$ cat src/rtl/core/ffba_pkg.sv
// Shared constants and types for the first-fit block allocator.
`default_nettype none
package ffba_pkg;

	localparam int MAX_BLOCKS   = 64;
	localparam int HEADER_BYTES = 24;
	localparam int IDX_W        = (MAX_BLOCKS > 1) ? $clog2(MAX_BLOCKS) : 1;
	localparam int CNT_W        = $clog2(MAX_BLOCKS + 1);
	localparam int ADDR_W       = 32;
	localparam int SIZE_W       = 24;
	localparam int CFG_IDX_W    = 8;

	localparam logic [CFG_IDX_W-1:0] REG_HEAP_BASE  = CFG_IDX_W'(0);
	localparam logic [CFG_IDX_W-1:0] REG_HEAP_LIMIT = CFG_IDX_W'(1);

	localparam logic REQ_ALLOC = 1'b0;
	localparam logic REQ_FREE  = 1'b1;

	localparam logic [2:0] ST_OK          = 3'd0;
	localparam logic [2:0] ST_ZERO_SIZE   = 3'd1;
	localparam logic [2:0] ST_NO_MEMORY   = 3'd2;
	localparam logic [2:0] ST_TABLE_FULL  = 3'd3;
	localparam logic [2:0] ST_DOUBLE_FREE = 3'd4;
	localparam logic [2:0] ST_UNKNOWN_PTR = 3'd5;

	typedef struct packed {
		logic              req_type;
		logic [SIZE_W-1:0] req_size;
		logic [ADDR_W-1:0] free_addr;
	} req_t;

	typedef struct packed {
		logic [ADDR_W-1:0] result_addr;
		logic [2:0]        status;
	} rsp_t;

	typedef struct packed {
		logic [ADDR_W-1:0] base;
		logic [SIZE_W-1:0] size;
	} tbl_entry_t;

endpackage
`default_nettype wire

$ cat src/rtl/core/ffba_table.sv
// Block table storage: base and size per block, one write port, one registered read port.
`default_nettype none
module ffba_table (
	input  wire logic                        clk,
	input  wire logic                        wr_en,
	input  wire logic [ffba_pkg::IDX_W-1:0]  wr_addr,
	input  wire ffba_pkg::tbl_entry_t        wr_entry,
	input  wire logic [ffba_pkg::IDX_W-1:0]  rd_addr,
	output ffba_pkg::tbl_entry_t             rd_entry
);

	ffba_pkg::tbl_entry_t mem_q [ffba_pkg::MAX_BLOCKS];
	ffba_pkg::tbl_entry_t rd_q;

	always_ff @(posedge clk) begin
		if (wr_en) begin
			mem_q[wr_addr] <= wr_entry;
		end
		rd_q <= mem_q[rd_addr];
	end

	assign rd_entry = rd_q;

endmodule
`default_nettype wire

$ cat src/rtl/core/first_fit_block_allocator_unit.sv
// First-fit block allocator: request sequencer, table scan and heap top bookkeeping.
// Zero-size allocations finish without a scan; other requests scan the table one entry
// per cycle through the table read port, and an append then passes through the append
// and check states. The worst case is an append after 63 entries have been scanned.
// One request at a time; the next is taken once the previous result is registered.
// Reset clears the block count, free marks and heap top (to 0); no clearing pass.
`default_nettype none
module first_fit_block_allocator_unit (
	input  wire logic                            clk,
	input  wire logic                            arst_n,
	input  wire logic                            req_valid,
	output logic                                 req_stall,
	input  wire ffba_pkg::req_t                  req_data,
	output logic                                 rsp_valid,
	input  wire logic                            rsp_stall,
	output ffba_pkg::rsp_t                       rsp_data,
	input  wire logic                            cfg_valid,
	output logic                                 cfg_ready,
	input  wire logic [ffba_pkg::CFG_IDX_W-1:0]  cfg_index,
	input  wire logic [31:0]                     cfg_data
);

	localparam logic [2:0] S_IDLE   = 3'd0;
	localparam logic [2:0] S_SCAN   = 3'd1;
	localparam logic [2:0] S_APPEND = 3'd2;
	localparam logic [2:0] S_CHECK  = 3'd3;
	localparam logic [2:0] S_DONE   = 3'd4;

	localparam logic [31:0] HDR32 = 32'(ffba_pkg::HEADER_BYTES);

	logic [2:0]                      state_q;
	ffba_pkg::req_t                  req_q;
	logic [31:0]                     target_q;
	logic [31:0]                     base_q;
	logic [31:0]                     limit_q;
	logic [31:0]                     top_q;
	logic [32:0]                     new_top_q;
	logic [ffba_pkg::CNT_W-1:0]      cnt_q;
	logic [ffba_pkg::CNT_W-1:0]      scan_q;
	logic [ffba_pkg::MAX_BLOCKS-1:0] free_q;
	logic                            chk_s1;
	logic [ffba_pkg::IDX_W-1:0]      cmp_idx_s1;
	logic [31:0]                     res_addr_q;
	logic [2:0]                      res_status_q;
	logic                            rsp_valid_q;
	ffba_pkg::rsp_t                  rsp_q;

	logic                            req_xfer;
	logic                            cfg_xfer;
	logic                            issue;
	logic                            hit;
	logic                            scan_end;
	logic                            cur_free;
	logic                            over;
	logic                            tbl_wr;
	logic                            rsp_load;
	ffba_pkg::tbl_entry_t            tbl_wr_entry;
	ffba_pkg::tbl_entry_t            tbl_rd_entry;

	assign req_stall = (state_q != S_IDLE);
	assign req_xfer  = req_valid && !req_stall;
	assign cfg_ready = 1'b1;
	assign cfg_xfer  = cfg_valid && cfg_ready;

	assign issue    = (state_q == S_SCAN) && (scan_q < cnt_q);
	assign cur_free = free_q[cmp_idx_s1];
	assign hit      = chk_s1 && ((req_q.req_type == ffba_pkg::REQ_FREE)
		? (tbl_rd_entry.base == target_q)
		: (cur_free && (tbl_rd_entry.size >= req_q.req_size)));
	assign scan_end = !hit && (scan_q == cnt_q);
	assign over     = new_top_q[32] || ((new_top_q[31:0] - 32'd1) > limit_q);
	assign tbl_wr   = (state_q == S_CHECK) && !over;
	assign rsp_load = (state_q == S_DONE) && (!rsp_valid_q || !rsp_stall);

	assign tbl_wr_entry.base = top_q;
	assign tbl_wr_entry.size = req_q.req_size;

	ffba_table u_table (
		.clk      (clk),
		.wr_en    (tbl_wr),
		.wr_addr  (cnt_q[ffba_pkg::IDX_W-1:0]),
		.wr_entry (tbl_wr_entry),
		.rd_addr  (scan_q[ffba_pkg::IDX_W-1:0]),
		.rd_entry (tbl_rd_entry)
	);

	always_ff @(posedge clk) begin
		if (req_xfer) begin
			req_q    <= req_data;
			target_q <= req_data.free_addr - HDR32;
		end
		if (state_q == S_APPEND) begin
			new_top_q <= {1'b0, top_q} + {1'b0, HDR32} + 33'(req_q.req_size);
		end
		if (issue) begin
			cmp_idx_s1 <= scan_q[ffba_pkg::IDX_W-1:0];
		end
	end

	always_ff @(posedge clk or negedge arst_n) begin
		if (!arst_n) begin
			state_q      <= S_IDLE;
			base_q       <= '0;
			limit_q      <= '1;
			top_q        <= '0;
			cnt_q        <= '0;
			scan_q       <= '0;
			free_q       <= '0;
			chk_s1       <= 1'b0;
			res_addr_q   <= '0;
			res_status_q <= ffba_pkg::ST_OK;
			rsp_valid_q  <= 1'b0;
			rsp_q        <= '0;
		end else begin
			if (cfg_xfer) begin
				if (cfg_index == ffba_pkg::REG_HEAP_BASE) begin
					base_q <= cfg_data;
					if (cnt_q == '0) begin
						top_q <= cfg_data;
					end
				end else if (cfg_index == ffba_pkg::REG_HEAP_LIMIT) begin
					limit_q <= cfg_data;
				end
			end

			if (rsp_load) begin
				rsp_valid_q <= 1'b1;
			end else if (rsp_valid_q && !rsp_stall) begin
				rsp_valid_q <= 1'b0;
			end

			chk_s1 <= issue && !hit;
			if (issue) begin
				scan_q <= scan_q + 1'b1;
			end

			case (state_q)
				S_IDLE: begin
					scan_q     <= '0;
					res_addr_q <= '0;
					if (req_xfer) begin
						if (req_data.req_type == ffba_pkg::REQ_ALLOC && req_data.req_size == '0) begin
							res_status_q <= ffba_pkg::ST_ZERO_SIZE;
							state_q      <= S_DONE;
						end else begin
							state_q <= S_SCAN;
						end
					end
				end
				S_SCAN: begin
					if (hit) begin
						if (req_q.req_type == ffba_pkg::REQ_FREE) begin
							if (cur_free) begin
								res_status_q <= ffba_pkg::ST_DOUBLE_FREE;
							end else begin
								free_q[cmp_idx_s1] <= 1'b1;
								res_status_q       <= ffba_pkg::ST_OK;
							end
						end else begin
							free_q[cmp_idx_s1] <= 1'b0;
							res_addr_q         <= tbl_rd_entry.base + HDR32;
							res_status_q       <= ffba_pkg::ST_OK;
						end
						state_q <= S_DONE;
					end else if (scan_end) begin
						if (req_q.req_type == ffba_pkg::REQ_FREE) begin
							res_status_q <= (req_q.free_addr == '0) ? ffba_pkg::ST_OK
								: ffba_pkg::ST_UNKNOWN_PTR;
							state_q <= S_DONE;
						end else if (cnt_q == ffba_pkg::CNT_W'(ffba_pkg::MAX_BLOCKS)) begin
							res_status_q <= ffba_pkg::ST_TABLE_FULL;
							state_q      <= S_DONE;
						end else begin
							state_q <= S_APPEND;
						end
					end
				end
				S_APPEND: begin
					state_q <= S_CHECK;
				end
				S_CHECK: begin
					if (over) begin
						res_status_q <= ffba_pkg::ST_NO_MEMORY;
					end else begin
						free_q[cnt_q[ffba_pkg::IDX_W-1:0]] <= 1'b0;
						res_addr_q   <= top_q + HDR32;
						res_status_q <= ffba_pkg::ST_OK;
						cnt_q        <= cnt_q + 1'b1;
						top_q        <= new_top_q[31:0];
					end
					state_q <= S_DONE;
				end
				S_DONE: begin
					if (rsp_load) begin
						rsp_q.result_addr <= res_addr_q;
						rsp_q.status      <= res_status_q;
						state_q           <= S_IDLE;
					end
				end
				default: begin
					state_q <= S_IDLE;
				end
			endcase
		end
	end

	assign rsp_valid = rsp_valid_q;
	assign rsp_data  = rsp_q;

	// table never grows past its capacity
	assert property (@(posedge clk) disable iff (!arst_n)
		cnt_q <= ffba_pkg::CNT_W'(ffba_pkg::MAX_BLOCKS))
		else $error("block count overflow");

	// a new result appears only out of the done state
	assert property (@(posedge clk) disable iff (!arst_n)
		$rose(rsp_valid_q) |-> $past(state_q) == S_DONE)
		else $error("result without completion");

	// table read data is checked only during a scan
	assert property (@(posedge clk) disable iff (!arst_n)
		chk_s1 |-> state_q == S_SCAN)
		else $error("compare outside scan");

	// count only steps up by one, from a successful append
	assert property (@(posedge clk) disable iff (!arst_n)
		cnt_q != $past(cnt_q) |-> ($past(state_q) == S_CHECK) && (cnt_q == $past(cnt_q) + 1'b1))
		else $error("unexpected block count change");

	// heap top never moves back once blocks exist
	assert property (@(posedge clk) disable iff (!arst_n)
		(cnt_q != '0) && ($past(cnt_q) != '0) |-> top_q >= $past(top_q))
		else $error("heap top moved back");

endmodule
`default_nettype wire
$ cat config.mk
export PLATFORM = sky130hd
export DESIGN_NAME = first_fit_block_allocator_unit
export DESIGN_NICKNAME = d
export VERILOG_FILES = /design/src/rtl/core/ffba_pkg.sv /design/src/rtl/core/ffba_table.sv /design/src/rtl/core/first_fit_block_allocator_unit.sv
export SDC_FILE = /design/constraint.sdc
export NUM_CORES = 2
export LEC_CHECK = 0
export BUFFER_PORTS_ARGS = -buffer_cell sky130_fd_sc_hd__clkbuf_2
export CORE_MARGIN = 8
export CORE_UTILIZATION = 25
export DETAILED_ROUTE_END_ITERATION = 8
export PLACE_DENSITY = 0.43
export SETUP_SLACK_MARGIN = 0.2
export SLEW_MARGIN = 20
export SYNTH_ARGS = -nofsm -noshare
export SYNTH_HDL_FRONTEND = slang
export SYNTH_SLANG_ARGS = --single-unit
$ cat constraint.sdc
create_clock -name clk -period 7.7 [get_ports clk]
set_input_delay 1.54 -clock clk [delete_from_list [all_inputs] [get_ports clk]]
set_output_delay 1.54 -clock clk [all_outputs]
set_load 0.02 [all_outputs]
==> flow_metrics.env <==
export IMPL_internal_power_uw=40700
export IMPL_synth_warnings=0
export IMPL_clk_pin_slew_ns=0.06
export IMPL_setup_viol=0
export IMPL_gp_congestion=0.836
export IMPL_holdWs_ns=0.466
export IMPL_min_period_over_period_pct=87.3
export IMPL_critPathKind="register to register"
export IMPL_status="completed"
export IMPL_drv_slew=0
export IMPL_min_period_ns=6.72
export IMPL_num_rows=291
export IMPL_r2r_end="u_table.mem_q[28][32]"
export IMPL_slew_headroom_pct=17.6
export IMPL_die_x_um=809
export IMPL_ir_drop_mv=0.205
export IMPL_cts_hold_buf=0
export IMPL_min_delay_start="res_addr_q[26]"
export IMPL_syn_avg_cell_area_um2=22.1
export IMPL_ys_async_sr_fraction_pct=5.45
export IMPL_cts_inserted_buffers=426
export IMPL_dr_pass1_iters=9
export IMPL_min_path_type="register to register"
export IMPL_nets=7847
export IMPL_power_per_cell_area_nw_per_um2=306
export IMPL_setup_worst_path_end_class="register"
export IMPL_fmax_mhz=149
export IMPL_arrival_ns=7.34
export IMPL_cts_resized_gates=0
export IMPL_syn_area_um2=157000
export IMPL_drtIter0Drc=9516
export IMPL_min_to="rsp_data[29]"
export IMPL_areaGrowthSynthToFinish_pct=17.9
export IMPL_grt_pass1_wl_mm=716
export IMPL_pwr_share_clk_pct=36.3
export IMPL_power_share_switching_pct=28.2
export IMPL_yosysSeqAreaShare_pct=75.1
export IMPL_dieArea_um2=654000
export IMPL_worstPathMaxFanout=41
export IMPL_drc=0
export IMPL_overflow=0
export IMPL_syn_inst=7103
export IMPL_vias=78356
export IMPL_cts_buffer_depth=4
export IMPL_numPortBuffers=138
export IMPL_multi_input_area_um2=38000
export IMPL_cp_data_required_time_ns=8.32
export IMPL_p_sw_uw=16000
export IMPL_ant_nets=0
export IMPL_rsz0062_at_grt="false"
export IMPL_fill_cells=60707
export IMPL_postCtsSetupRepairBufs=0
export IMPL_clock_latency_ns=1.01
export IMPL_htree_levels=5
export IMPL_cp_start_kind="register"
export IMPL_worstHoldPathCells=1
export IMPL_synthesis_nets=7323
export IMPL_reg2regPathDepth=22
export IMPL_core_area_um2=627000
export IMPL_io_pins=140
export IMPL_avgViaCountPerCell=4.79
export IMPL_start_util_pct=25.0
export IMPL_max_cap_violations=0
export IMPL_setup_tns_ns=0
export IMPL_finalHoldViolCount=0
export IMPL_grt_pass1_vias=79609
export IMPL_synth_main_ff_cell="edfxtp_1"
export IMPL_die_y_um=809
export IMPL_ff_latch_area_um2=118000
export IMPL_grtUsageTotal_pct=15.6
export IMPL_antenna_found_initial=88
export IMPL_pwr_share_seq_pct=47.7
export IMPL_skew_ns=0.0897
export IMPL_cts_tree="built"
export IMPL_worstReg2RegStart="new_top_q[3]"
export IMPL_worstMarginPinSlew_ns=1.24
export IMPL_synth_edf_count=3709
export IMPL_p_leak_uw=0.0560
export IMPL_p_comb_share_pct=16.0
export IMPL_grt_max_degree=139
export IMPL_hpwl_mm=341
export IMPL_wl_per_cell_um=32.1
export IMPL_synth_seq_cells=3982
export IMPL_drive_gt1_share_pct=31.3
export IMPL_synth_cell_types=81
export IMPL_routed_wl_mm=526
export IMPL_root_buffer="clkbuf_16"
export IMPL_reg2reg_slack_ns=0.98
export IMPL_cts_sinks=3982
==> cells in the final DEF (no fill, tap or decap), types with 33 or more instances in the layout <==
cell type	n
a21oi_1	51
mux4_2	1178
dfxtp_1	56
inv_1	87
clkbuf_2	137
diode_2	35
mux2i_1	81
dfrtp_1	147
nand3_1	42
clkinv_1	92
a22oi_1	128
clkbuf_16	433
xnor2_1	78
clkbuf_1	114
nor2_1	118
ha_1	117
o21ai_0	67
edfxtp_1	3709
nand2_1	195
buf_12	97
mux2_2	85
xor2_1	61
nor2_4	65
buf_4	217
clkinv_2	57
o311ai_1	59
bufinv_16	40
nor4_1	33
==> how the worst max path moves through the flow <==
stage | depth (start not counted) | slack, ns | end | startpoint
detailed placement | 22 | 0.99 | u_table.mem_q[28][30] | new_top_q[3]
CTS | 22 | 0.96 | u_table.mem_q[28][32] | new_top_q[3]
global route | 21 | 0.46 | u_table.mem_q[28][30] | new_top_q[3]
global placement | 22 | 0.79 | u_table.mem_q[28][4] | new_top_q[3]
finish | 22 | 0.98 | u_table.mem_q[28][32] | new_top_q[3]
floorplan | 18 | 0.29 | u_table.mem_q[31][0] | new_top_q[3]
==> power by group through the flow <==
stage	registers [µW]	logic [µW]	clock network, µW
6_report	27000	9070	20500
5_1_grt	27100	9670	21800
4_1_cts	27000	9270	21000
3_5_place_dp	27500	9260	0
3_3_place_gp	27500	9140	0
2_1_floorplan	27900	3910	0
==> metrics by stage <==
stage | instance area (µm²) | utilization [%] | total power, µW | std cells | setup slack [ns]
final | 185000 | 29.5 | 56600 | 16373 | 0.979
after global routing | 185000 | 29.5 | 58500 | 16345 | 0.461
after CTS | 185000 | 29.5 | 57300 | 16337 | 0.960
after detailed placement | 171000 | 27.3 | 36700 | 15548 | 0.993
after global placement | 171000 | 27.3 | 36600 | 15545 | 0.786
after floorplan | 157000 | - | 31800 | 7103 | 0.293
==> worst max-delay path: stages, from the launching register on <==
cell and delay, ns:
edfxtp_1 0.45, nor4_1 0.36, buf_4 0.18, nor4b_2 0.34, nand2_1 0.20, or4_1 0.51, nor4_2 0.34, nand2_1 0.16
buf_4 0.19, nor3_1 0.26, xor2_1 0.13, ha_1 0.33, nand4_1 0.18, nor4_1 0.46, nand4_1 0.20, o21ai_0 0.13
buf_4 0.16, and3_2 0.49, nand2_1 0.17, buf_4 0.28, buf_4 0.21, nor2_4 0.13, buf_12 0.34
==> state kept, by name, indices dropped and copies added (netlist names), named ones only <==
signal,cells
u_table.mem_q,3584
req_q,57
u_table.rd_entry,56
rsp_data,35
new_top_q,33
limit_q,32
res_addr_q,32
top_q,32
target_q,29
cnt_q,7
scan_q,7
cmp_idx_s1,6
res_status_q,3
state_q,3
chk_s1,1
rsp_valid,1
==> Yosys cell counts, types with 6 or more instances <==
cell / n / area, µm²
a211oi_1: 8 / 60.1
a21o_1: 24 / 180
a21oi_1: 52 / 260
a221oi_1: 8 / 70.1
a22oi_1: 128 / 961
a31oi_1: 6 / 37.5
and3_1: 9 / 56.3
buf_1: 95 / 357
buf_2: 12 / 60.1
buf_6: 9 / 101
clkbuf_1: 239 / 897
dfrtp_1: 185 / 4630
dfstp_2: 32 / 841
dfxtp_1: 56 / 1120
edfxtp_1: 3709 / 111000
ha_1: 117 / 1460
inv_1: 87 / 327
mux2_1: 15 / 169
mux2_2: 85 / 957
mux2i_1: 81 / 811
mux4_2: 1178 / 26500
nand2_1: 195 / 732
nand2b_1: 14 / 87.6
nand3_1: 52 / 260
nand4_1: 24 / 150
nor2_1: 185 / 694
nor3_1: 36 / 180
nor4_1: 38 / 238
nor4_4: 8 / 170
o211ai_1: 6 / 45.0
o21a_1: 11 / 82.6
o21ai_0: 68 / 340
o311ai_1: 59 / 517
o31ai_1: 7 / 52.6
or3_1: 16 / 100
or4_1: 12 / 90.1
xnor2_1: 78 / 683
xor2_1: 61 / 534
==> logic make-up after synthesis <==
family,count (synthesis),share of synthesized area [%]
and+or+nand+nor,630,1.97
DFF,3982,75.1
other,1,0.00239
adders and majority gates,118,0.945
AOI/OAI and AO/OA,421,1.92
muxes,1360,18.1
buffers and inverters,452,1.14
xor gates and xnor gates,139,0.775
==> layer usage <==
layer / part of all wire, % / global-route usage (%) / routed length, µm
met1: 45 / 22.3 / 236000
met2: 48 / 25.4 / 251000
met3: 5.6 / 2.22 / 29500
met4: 1.8 / 2.86 / 9540
met5: 0.035 / 0 / 185
==> area by class of cell <==
type,instances,share of cell area (%)
sequential,3982,63.8
multi-input combinational,2669,20.5
clock buffer,567,6.23
tap,8350,5.64
timing repair buffer,456,2.35
clock inverter,222,1.24
inverter,92,0.187
antenna,35,0.0473
Power figures use the tool's default switching activity.
